--- src/rtl/bcl_pkg.sv ---
// ----------------------------------------------------------------------------
// bcl_pkg
// Shared types and constants for the bounded cursor list.
// ----------------------------------------------------------------------------
package bcl_pkg;

  localparam int CAPACITY = 16;
  localparam int IDX_W    = $clog2(CAPACITY);
  localparam int CNT_W    = $clog2(CAPACITY + 1);
  localparam int MODE_W   = 3;
  localparam int WORD_W   = 32;

  localparam logic [WORD_W-1:0] EMPTY_WORD = 32'hBF80_0000;

  typedef enum logic [MODE_W-1:0] {
    MODE_APPEND  = 3'd0,
    MODE_REPLACE = 3'd1,
    MODE_REMOVE  = 3'd2,
    MODE_FIRST   = 3'd3,
    MODE_LAST    = 3'd4,
    MODE_NEXT    = 3'd5,
    MODE_PRIOR   = 3'd6,
    MODE_CLEAR   = 3'd7
  } mode_t;

  typedef struct packed {
    logic [WORD_W-1:0] x;
    logic [WORD_W-1:0] y;
    logic [WORD_W-1:0] z;
  } point_t;

  // Broadcast to every cell in the chain during an update.
  typedef struct packed {
    logic             load;      // write the incoming point into one cell
    logic [IDX_W-1:0] load_idx;  // cell that takes the point
    logic             shift;     // pull the neighbor's point down by one
    logic [IDX_W-1:0] shift_lo;  // first cell that shifts
    logic [CNT_W-1:0] held;      // count before the update
  } cell_ctl_t;

endpackage

--- src/rtl/bcl_in_if.sv ---
// ----------------------------------------------------------------------------
// bcl_in_if
// Request channel: operation code and one point per word.
// ----------------------------------------------------------------------------
interface bcl_in_if
  import bcl_pkg::*;
();
  logic              valid;
  logic              ready;
  logic [MODE_W-1:0] mode;
  logic [WORD_W-1:0] point_x;
  logic [WORD_W-1:0] point_y;
  logic [WORD_W-1:0] point_z;

  modport source (output valid, mode, point_x, point_y, point_z, input ready);
  modport sink   (input valid, mode, point_x, point_y, point_z, output ready);
endinterface

--- src/rtl/bcl_out_if.sv ---
// ----------------------------------------------------------------------------
// bcl_out_if
// Response channel: status, cursor point, count and cursor position.
// ----------------------------------------------------------------------------
interface bcl_out_if
  import bcl_pkg::*;
();
  logic              valid;
  logic              ready;
  logic              ok;
  logic [WORD_W-1:0] current_x;
  logic [WORD_W-1:0] current_y;
  logic [WORD_W-1:0] current_z;
  logic [CNT_W-1:0]  count;
  logic [IDX_W-1:0]  position;
  logic              is_empty;
  logic              is_full;

  modport source (output valid, ok, current_x, current_y, current_z, count, position,
                  is_empty, is_full, input ready);
  modport sink   (input valid, ok, current_x, current_y, current_z, count, position,
                  is_empty, is_full, output ready);
endinterface

--- src/rtl/bcl_cell.sv ---
// ----------------------------------------------------------------------------
// bcl_cell
// One list slot: holds a point, loads a new one or takes its upper neighbor's.
// ----------------------------------------------------------------------------
module bcl_cell
  import bcl_pkg::*;
(
  input  logic             clk,
  input  logic [IDX_W-1:0] slot,
  input  cell_ctl_t        ctl,
  input  point_t           point_in,
  input  point_t           upper,
  output point_t           stored
);

  logic hit_load;
  logic hit_shift;

  assign hit_load  = ctl.load && (ctl.load_idx == slot);
  // shift only cells at or above the cursor that still have a live neighbor
  assign hit_shift = ctl.shift && (slot >= ctl.shift_lo)
                     && ((CNT_W'(slot) + CNT_W'(1)) < ctl.held);

  always_ff @(posedge clk) begin
    if (hit_load) begin
      stored <= point_in;
    end else if (hit_shift) begin
      stored <= upper;
    end
  end

endmodule

--- src/rtl/bounded_cursor_list.sv ---
// ----------------------------------------------------------------------------
// bounded_cursor_list
// Bounded ordered list of three-word points with a cursor, built as a chain
// of slot cells.
// ----------------------------------------------------------------------------
// Each request word carries an operation (append, replace, remove, first,
// last, next, prior, clear) and a point; each one yields exactly one response
// word describing the list after the operation. A request is handled in
// steps: as it is taken, the chain of slot cells updates in parallel (an
// append or replace loads one cell, a remove makes each cell from the cursor
// up that has a live upper neighbor take that neighbor's point); then the
// point under the cursor is selected from the chain into the response
// register. A new request is taken once the previous one has moved into the
// response register, so requests do not overlap; a full response register
// holds the selection until the sink drains it. An empty list answers with
// every point word set to -1.0 and position 0. Slot contents are undefined
// after reset; only slots below the count are ever read. Clear resets count
// and cursor and leaves slot contents alone.
// ----------------------------------------------------------------------------
module bounded_cursor_list
  import bcl_pkg::*;
(
  input  logic  clk,
  input  logic  rst,
  bcl_in_if.sink    req,
  bcl_out_if.source rsp
);

  // list control state
  logic [CNT_W-1:0] held;
  logic [CNT_W-1:0] held_next;
  logic [IDX_W-1:0] cursor;
  logic [IDX_W-1:0] cursor_next;
  logic             busy;        // cells updated, response not yet registered
  logic             ok_pend;
  logic             ok_next;

  logic             accept;
  logic             rsp_load;
  mode_t            mode;
  point_t           point_in;
  cell_ctl_t        ctl;
  logic             has;
  logic [CNT_W-1:0] held_dec;

  point_t           cell_pt [CAPACITY];

  assign mode     = mode_t'(req.mode);
  assign point_in = '{x: req.point_x, y: req.point_y, z: req.point_z};
  assign req.ready = !busy;
  assign accept   = req.valid && req.ready;
  assign rsp_load = busy && (!rsp.valid || rsp.ready);
  assign has      = (held != '0);
  assign held_dec = held - CNT_W'(1);

  // Decode the operation into a cell broadcast and the next count/cursor.
  always_comb begin
    held_next    = held;
    cursor_next  = cursor;
    ok_next      = 1'b0;
    ctl.load     = 1'b0;
    ctl.load_idx = cursor;
    ctl.shift    = 1'b0;
    ctl.shift_lo = cursor;
    ctl.held     = held;
    unique case (mode)
      MODE_APPEND: begin
        if (held < CNT_W'(CAPACITY)) begin
          ctl.load     = accept;
          ctl.load_idx = held[IDX_W-1:0];
          held_next    = held + CNT_W'(1);
          if (!has) begin
            cursor_next = '0;
          end
          ok_next = 1'b1;
        end
      end
      MODE_REPLACE: begin
        if (has) begin
          ctl.load = accept;
          ok_next  = 1'b1;
        end
      end
      MODE_REMOVE: begin
        if (has) begin
          ctl.shift = accept;
          held_next = held_dec;
          // wrap the cursor when it falls off the end
          if (CNT_W'(cursor) >= held_dec) begin
            cursor_next = '0;
          end
          ok_next = 1'b1;
        end
      end
      MODE_FIRST: begin
        if (has) begin
          cursor_next = '0;
          ok_next     = 1'b1;
        end
      end
      MODE_LAST: begin
        if (has) begin
          cursor_next = held_dec[IDX_W-1:0];
          ok_next     = 1'b1;
        end
      end
      MODE_NEXT: begin
        if (has && ((CNT_W'(cursor) + CNT_W'(1)) < held)) begin
          cursor_next = cursor + IDX_W'(1);
          ok_next     = 1'b1;
        end
      end
      MODE_PRIOR: begin
        if (has && (cursor != '0)) begin
          cursor_next = cursor - IDX_W'(1);
          ok_next     = 1'b1;
        end
      end
      MODE_CLEAR: begin
        held_next   = '0;
        cursor_next = '0;
        ok_next     = 1'b1;
      end
      default: begin
        ok_next = 1'b0;
      end
    endcase
  end

  // Chain of slot cells; the top cell never shifts, so feed it its own point.
  for (genvar g = 0; g < CAPACITY; g++) begin : g_cell
    point_t upper;
    if (g == CAPACITY - 1) begin : g_top
      assign upper = cell_pt[g];
    end else begin : g_mid
      assign upper = cell_pt[g + 1];
    end
    bcl_cell u_cell (
      .clk      (clk),
      .slot     (IDX_W'(g)),
      .ctl      (ctl),
      .point_in (point_in),
      .upper    (upper),
      .stored   (cell_pt[g])
    );
  end

  // Control state: count and cursor advance on accept and hold otherwise.
  always_ff @(posedge clk) begin
    if (rst) begin
      held      <= '0;
      cursor    <= '0;
      busy      <= 1'b0;
      rsp.valid <= 1'b0;
    end else begin
      if (accept) begin
        held   <= held_next;
        cursor <= cursor_next;
        busy   <= 1'b1;
      end else if (rsp_load) begin
        busy <= 1'b0;
      end
      if (rsp_load) begin
        rsp.valid <= 1'b1;
      end else if (rsp.ready) begin
        rsp.valid <= 1'b0;
      end
    end
  end

  always_ff @(posedge clk) begin
    if (accept) begin
      ok_pend <= ok_next;
    end
  end

  // Response register: select the point under the cursor from the updated chain.
  always_ff @(posedge clk) begin
    if (rsp_load) begin
      rsp.ok       <= ok_pend;
      rsp.count    <= held;
      rsp.is_empty <= !has;
      rsp.is_full  <= (held == CNT_W'(CAPACITY));
      if (has) begin
        rsp.current_x <= cell_pt[cursor].x;
        rsp.current_y <= cell_pt[cursor].y;
        rsp.current_z <= cell_pt[cursor].z;
        rsp.position  <= cursor;
      end else begin
        rsp.current_x <= EMPTY_WORD;
        rsp.current_y <= EMPTY_WORD;
        rsp.current_z <= EMPTY_WORD;
        rsp.position  <= '0;
      end
    end
  end

endmodule
--- src/flat_wrapper.sv ---
// flat-port wrapper written by rule: the top's interface ports become plain ports
module bounded_cursor_list_flat import bcl_pkg::*;
  (clk, rst, req_valid, req_mode, req_point_x, req_point_y, req_point_z, req_ready, rsp_valid, rsp_ok, rsp_current_x, rsp_current_y, rsp_current_z, rsp_count, rsp_position, rsp_is_empty, rsp_is_full, rsp_ready);
  bcl_in_if req_i ();
  bcl_out_if rsp_i ();
  input  logic clk;
  input  logic rst;
  input wire logic [$bits(req_i.valid)-1:0] req_valid;
  input wire logic [$bits(req_i.mode)-1:0] req_mode;
  input wire logic [$bits(req_i.point_x)-1:0] req_point_x;
  input wire logic [$bits(req_i.point_y)-1:0] req_point_y;
  input wire logic [$bits(req_i.point_z)-1:0] req_point_z;
  output wire logic [$bits(req_i.ready)-1:0] req_ready;
  output wire logic [$bits(rsp_i.valid)-1:0] rsp_valid;
  output wire logic [$bits(rsp_i.ok)-1:0] rsp_ok;
  output wire logic [$bits(rsp_i.current_x)-1:0] rsp_current_x;
  output wire logic [$bits(rsp_i.current_y)-1:0] rsp_current_y;
  output wire logic [$bits(rsp_i.current_z)-1:0] rsp_current_z;
  output wire logic [$bits(rsp_i.count)-1:0] rsp_count;
  output wire logic [$bits(rsp_i.position)-1:0] rsp_position;
  output wire logic [$bits(rsp_i.is_empty)-1:0] rsp_is_empty;
  output wire logic [$bits(rsp_i.is_full)-1:0] rsp_is_full;
  input wire logic [$bits(rsp_i.ready)-1:0] rsp_ready;
  assign req_i.valid = req_valid;
  assign req_i.mode = req_mode;
  assign req_i.point_x = req_point_x;
  assign req_i.point_y = req_point_y;
  assign req_i.point_z = req_point_z;
  assign req_ready = req_i.ready;
  assign rsp_valid = rsp_i.valid;
  assign rsp_ok = rsp_i.ok;
  assign rsp_current_x = rsp_i.current_x;
  assign rsp_current_y = rsp_i.current_y;
  assign rsp_current_z = rsp_i.current_z;
  assign rsp_count = rsp_i.count;
  assign rsp_position = rsp_i.position;
  assign rsp_is_empty = rsp_i.is_empty;
  assign rsp_is_full = rsp_i.is_full;
  assign rsp_i.ready = rsp_ready;
  bounded_cursor_list u_core (.clk(clk), .rst(rst), .req(req_i), .rsp(rsp_i));
endmodule
--- config.mk ---
export PLATFORM = sky130hd
export DESIGN_NAME = bounded_cursor_list_flat
export DESIGN_NICKNAME = d
export VERILOG_FILES = /design/src/rtl/bcl_pkg.sv /design/src/rtl/bcl_in_if.sv /design/src/rtl/bcl_out_if.sv /design/src/rtl/bcl_cell.sv /design/src/rtl/bounded_cursor_list.sv /design/src/flat_wrapper.sv
export SDC_FILE = /design/constraint.sdc
export NUM_CORES = 2
export LEC_CHECK = 0
export ABC_AREA = 1
export BUFFER_PORTS_ARGS = -buffer_cell sky130_fd_sc_hd__buf_2
export CORE_UTILIZATION = 52
export CTS_BUF_LIST = sky130_fd_sc_hd__clkbuf_4 sky130_fd_sc_hd__clkbuf_8 sky130_fd_sc_hd__clkbuf_16
export DETAILED_ROUTE_END_ITERATION = 10
export GPL_TIMING_DRIVEN = 0
export PLACE_DENSITY_LB_ADDON = 0.05
export REMOVE_ABC_BUFFERS = 1
export SLEW_MARGIN = 20
export SYNTH_ARGS = -nofsm -noshare
export SYNTH_HDL_FRONTEND = slang
export SYNTH_SLANG_ARGS = --single-unit
--- constraint.sdc ---
create_clock -name clk -period 11.4 [get_ports clk]
set_input_delay 0.57 -clock clk [delete_from_list [all_inputs] [get_ports clk]]
set_output_delay 0.57 -clock clk [all_outputs]
set_load 0.01 [all_outputs]
==> results.sh <==
export IMPL_status="complete, no violations"
export IMPL_antenna_found_initial=16
export IMPL_syn_inst=8529
export IMPL_swShare=0.252
export IMPL_clock_skew_ps=26.3
export IMPL_die_h_um=394
export IMPL_cp_end_kind="flip-flop"
export IMPL_crit_path_max_fanout=54
export IMPL_ys_types=36
export IMPL_hold_class="input pin to flip-flop"
export IMPL_grt_pass1_vias=62500
export IMPL_period_share=0.480
export IMPL_maxCapViolCount=0
export IMPL_cts_sinks=1656
export IMPL_crit_slowest_cell="dfxtp_1"
export IMPL_p_seq_frac=0.481
export IMPL_layout_common_cells="nand2_1, o21ai_0, edfxtp_1"
export IMPL_via_per_inst=6.21
export IMPL_tightest_slew_ps=870
export IMPL_crit_top_cell="buf_16"
export IMPL_syn_avg_cell_area_um2=9.37
export IMPL_r2r_slack_ps=5920
export IMPL_route_detailed_drc=0
export IMPL_clk_pin_slew_ps=60
export IMPL_die_x_um=394
export IMPL_antenna_left=0
export IMPL_io_pin_count=213
export IMPL_grt_pass1_wl_um=404000
export IMPL_critPathKind="flip-flop to flip-flop"
export IMPL_cts_buffer_depth=3
export IMPL_grt_max_degree=100
export IMPL_io_buffer_count=212
export IMPL_wl_per_cell_um=25.6
export IMPL_syn_area_um2=79900
export IMPL_place_inst=10300
export IMPL_initialDrtViolationCount=8962
export IMPL_cts_buffers=179
export IMPL_fin_nets=8658
export IMPL_cp_start_kind="flip-flop"
export IMPL_worstPathArrival_ps=5980
export IMPL_finalMaxSlewViolations=0
export IMPL_finalSetupViolations=0
export IMPL_power_mw=14.0
export IMPL_stdcell_count=10700
export IMPL_grt_usage=0.346
export IMPL_switchingPower_mw=3.53
export IMPL_setup_tns_ps=0
export IMPL_fillCellCount=12800
export IMPL_max_freq_mhz=183
export IMPL_p_clk_frac=0.409
export IMPL_post_dp_hpwl_um=169000
export IMPL_clk_latency_ps=820
export IMPL_vias=66600
export IMPL_period_minus_slack_ps=5480
export IMPL_crit_family="buffers and inverters"
export IMPL_path_cells="inv_2 > ha_1 > inv_1 > nor2_4 > o21ai_1 > nand3_4 > inv_2 > nand2_2 > nor2_4 > buf_16 > buf_16 > buf_16 > buf_16 > inv_8 > buf_16 > o21ai_4 > buf_16 > buf_16 > buf_16 > buf_16"
export IMPL_htreeDepth=4
export IMPL_cts_resized=0
export IMPL_syn_to_final_growth_pct=17.0
export IMPL_initial_utilization=0.525
export IMPL_gp_congestion=0.801
export IMPL_cts_tree="done"
export IMPL_required_ps=11910
export IMPL_cp_buffers_inverters=13
export IMPL_grt_ovfl_total=0
export IMPL_routed_wirelength_um=274000
export IMPL_cts_root_buffer="clkbuf_16"
export IMPL_power_internal_mw=10.5
export IMPL_layout_drive_gt1_share=0.0947
export IMPL_dieArea_um2=155000
export IMPL_yosysSeqAreaShare=0.621
export IMPL_ys_warnings_count=0
export IMPL_core_area_um2=152000
export IMPL_ys_ff_latch=1656
export IMPL_vdd_drop_max_v=0.000162
export IMPL_timing_hold_violations_final=0
export IMPL_fp_row_count=143
export IMPL_slew_headroom=0.418
export IMPL_layout_commonest_cell="nand2_1"
export IMPL_cpPeakStageDelay_ps=630
export IMPL_rsz0062_at_grt="no"
export IMPL_p_leak_nw=35.7
export IMPL_p_comb_frac=0.110
export IMPL_cellPowerDensity_nw_per_um2=150
export IMPL_drt_first_pass_iters=7
[registers in the layout, summed over array words and instances (netlist names), 4 cells and up]
register / count
u_core.rsp.position: 4
u_core.held: 5
u_core.rsp.current_z: 32
u_core.rsp.count: 5
u_core.rsp.current_y: 32
u_core.cursor: 4
u_core.rsp.current_x: 32
u_core.g_cell.u_cell.stored: 1536
[power groups by stage]
stage	clock [mW]	combinational, mW	sequential [mW]
floorplan	0	0.784	6.97
global placement	0	1.40	7.06
detailed placement	0	1.49	6.88
CTS	5.79	1.51	6.75
global route	6.01	1.64	6.75
finish	5.74	1.54	6.75
[kinds of logic (layout without fill, tap and decap cells)]
group | Yosys count | in the layout | share of synthesized area
AND/OR/NAND/NOR | 3323 | 3323 | 0.161
AO/OA/AOI/OAI | 2557 | 2557 | 0.165
flip-flops | 1656 | 1656 | 0.621
buffers and inverters | 973 | 1125 | 0.0506
adder cells (fa/ha/maj) | 16 | 16 | 0.00250
XOR/XNOR | 4 | 4 | 0.000438
other | 0 | 7 | 0
[per-layer routing]
layer	part of all wire	GRT usage	routed length (µm)	vias to the layer above
met5	0.00034	0	92	-
met4	0.034	0.121	9240	14
met3	0.10	0.0563	28000	631
met2	0.47	0.562	129000	4023
met1	0.39	0.473	108000	32300
li1	-	-	-	29700
[synth_stat cells (all sizes together)]
cell type | n | share of area
clkbuf | 491 | 0.023
o31ai | 1 | 0.000094
nand4 | 32 | 0.0025
o21ai | 2042 | 0.13
ha | 16 | 0.0025
a31oi | 9 | 0.00070
and3 | 59 | 0.0046
nand3 | 26 | 0.0018
o211ai | 2 | 0.00019
a211oi | 3 | 0.00028
a21boi | 2 | 0.00019
nor3 | 3 | 0.00019
nor2 | 727 | 0.035
inv | 252 | 0.012
xor2 | 4 | 0.00044
o22ai | 293 | 0.023
clkinv | 2 | 0.000094
nand2b | 1 | 0.000078
and2 | 1 | 0.000078
o311ai | 1 | 0.00011
nor4 | 1 | 0.000078
a21oi | 204 | 0.013
dfxtp | 11 | 0.0028
nand2 | 2473 | 0.12
buf | 228 | 0.016
edfxtp | 1645 | 0.62
[worst register-to-register path, delay by kind of cell, from the launching register on]
kind,cells,cell delay [ps]
simple gates,4,950
compound gates,2,680
flops,1,630
buf+inv,13,2610
fa+ha+maj,1,280
[through the flow]
| step | utilization | setup WS (ps) | hold slack, ps | area [µm²] |
|---|---|---|---|---|
| 6_report | 0.614 | 5920 | 40.9 | 93500 |
| 5_1_grt | 0.614 | 5890 | 24.1 | 93500 |
| 4_1_cts | 0.614 | 6030 | 0.000777 | 93500 |
| 3_5_place_dp | 0.572 | 6020 | 416 | 87100 |
| 3_3_place_gp | 0.528 | -68660 | 408 | 80400 |
| 2_1_floorplan | - | -23770 | 400 | 76800 |
[what timing repair did]
| item | in CTS | in global routing |
|---|---|---|
| buffers inserted | 0 | 0 |
| hold buffers | 66 | 0 |
| endpoints found under the hold margin | 68 | 0 |
[cell type report]
class,instances,area [µm²],share of cell area
flip-flops and latches,1656,49600,0.531
clock buffers,231,5020,0.0537
multi-input cells,5900,26600,0.284
diodes,7,17.5,0.000187
clock inverters,92,656,0.00701
well taps,2030,2540,0.0272
repair buffers,548,8070,0.0863
inverters,254,996,0.0107
[worst paths after layout]
| kind | startpoint | endpoint | depth (start not counted) |
|---|---|---|---|
| worst max-delay path | u_core.held[0] | u_core.g_cell[1].u_cell.stored[11] | 20 |
| worst min-delay path | req_point_x[22] | u_core.g_cell[15].u_cell.stored[86] | 1 |
| worst max register to register | u_core.held[0] | u_core.g_cell[1].u_cell.stored[11] | 20 |
| worst min register to register | u_core.ok_pend | u_core.rsp.ok | 0 |
(Power assumes the default switching activity.)
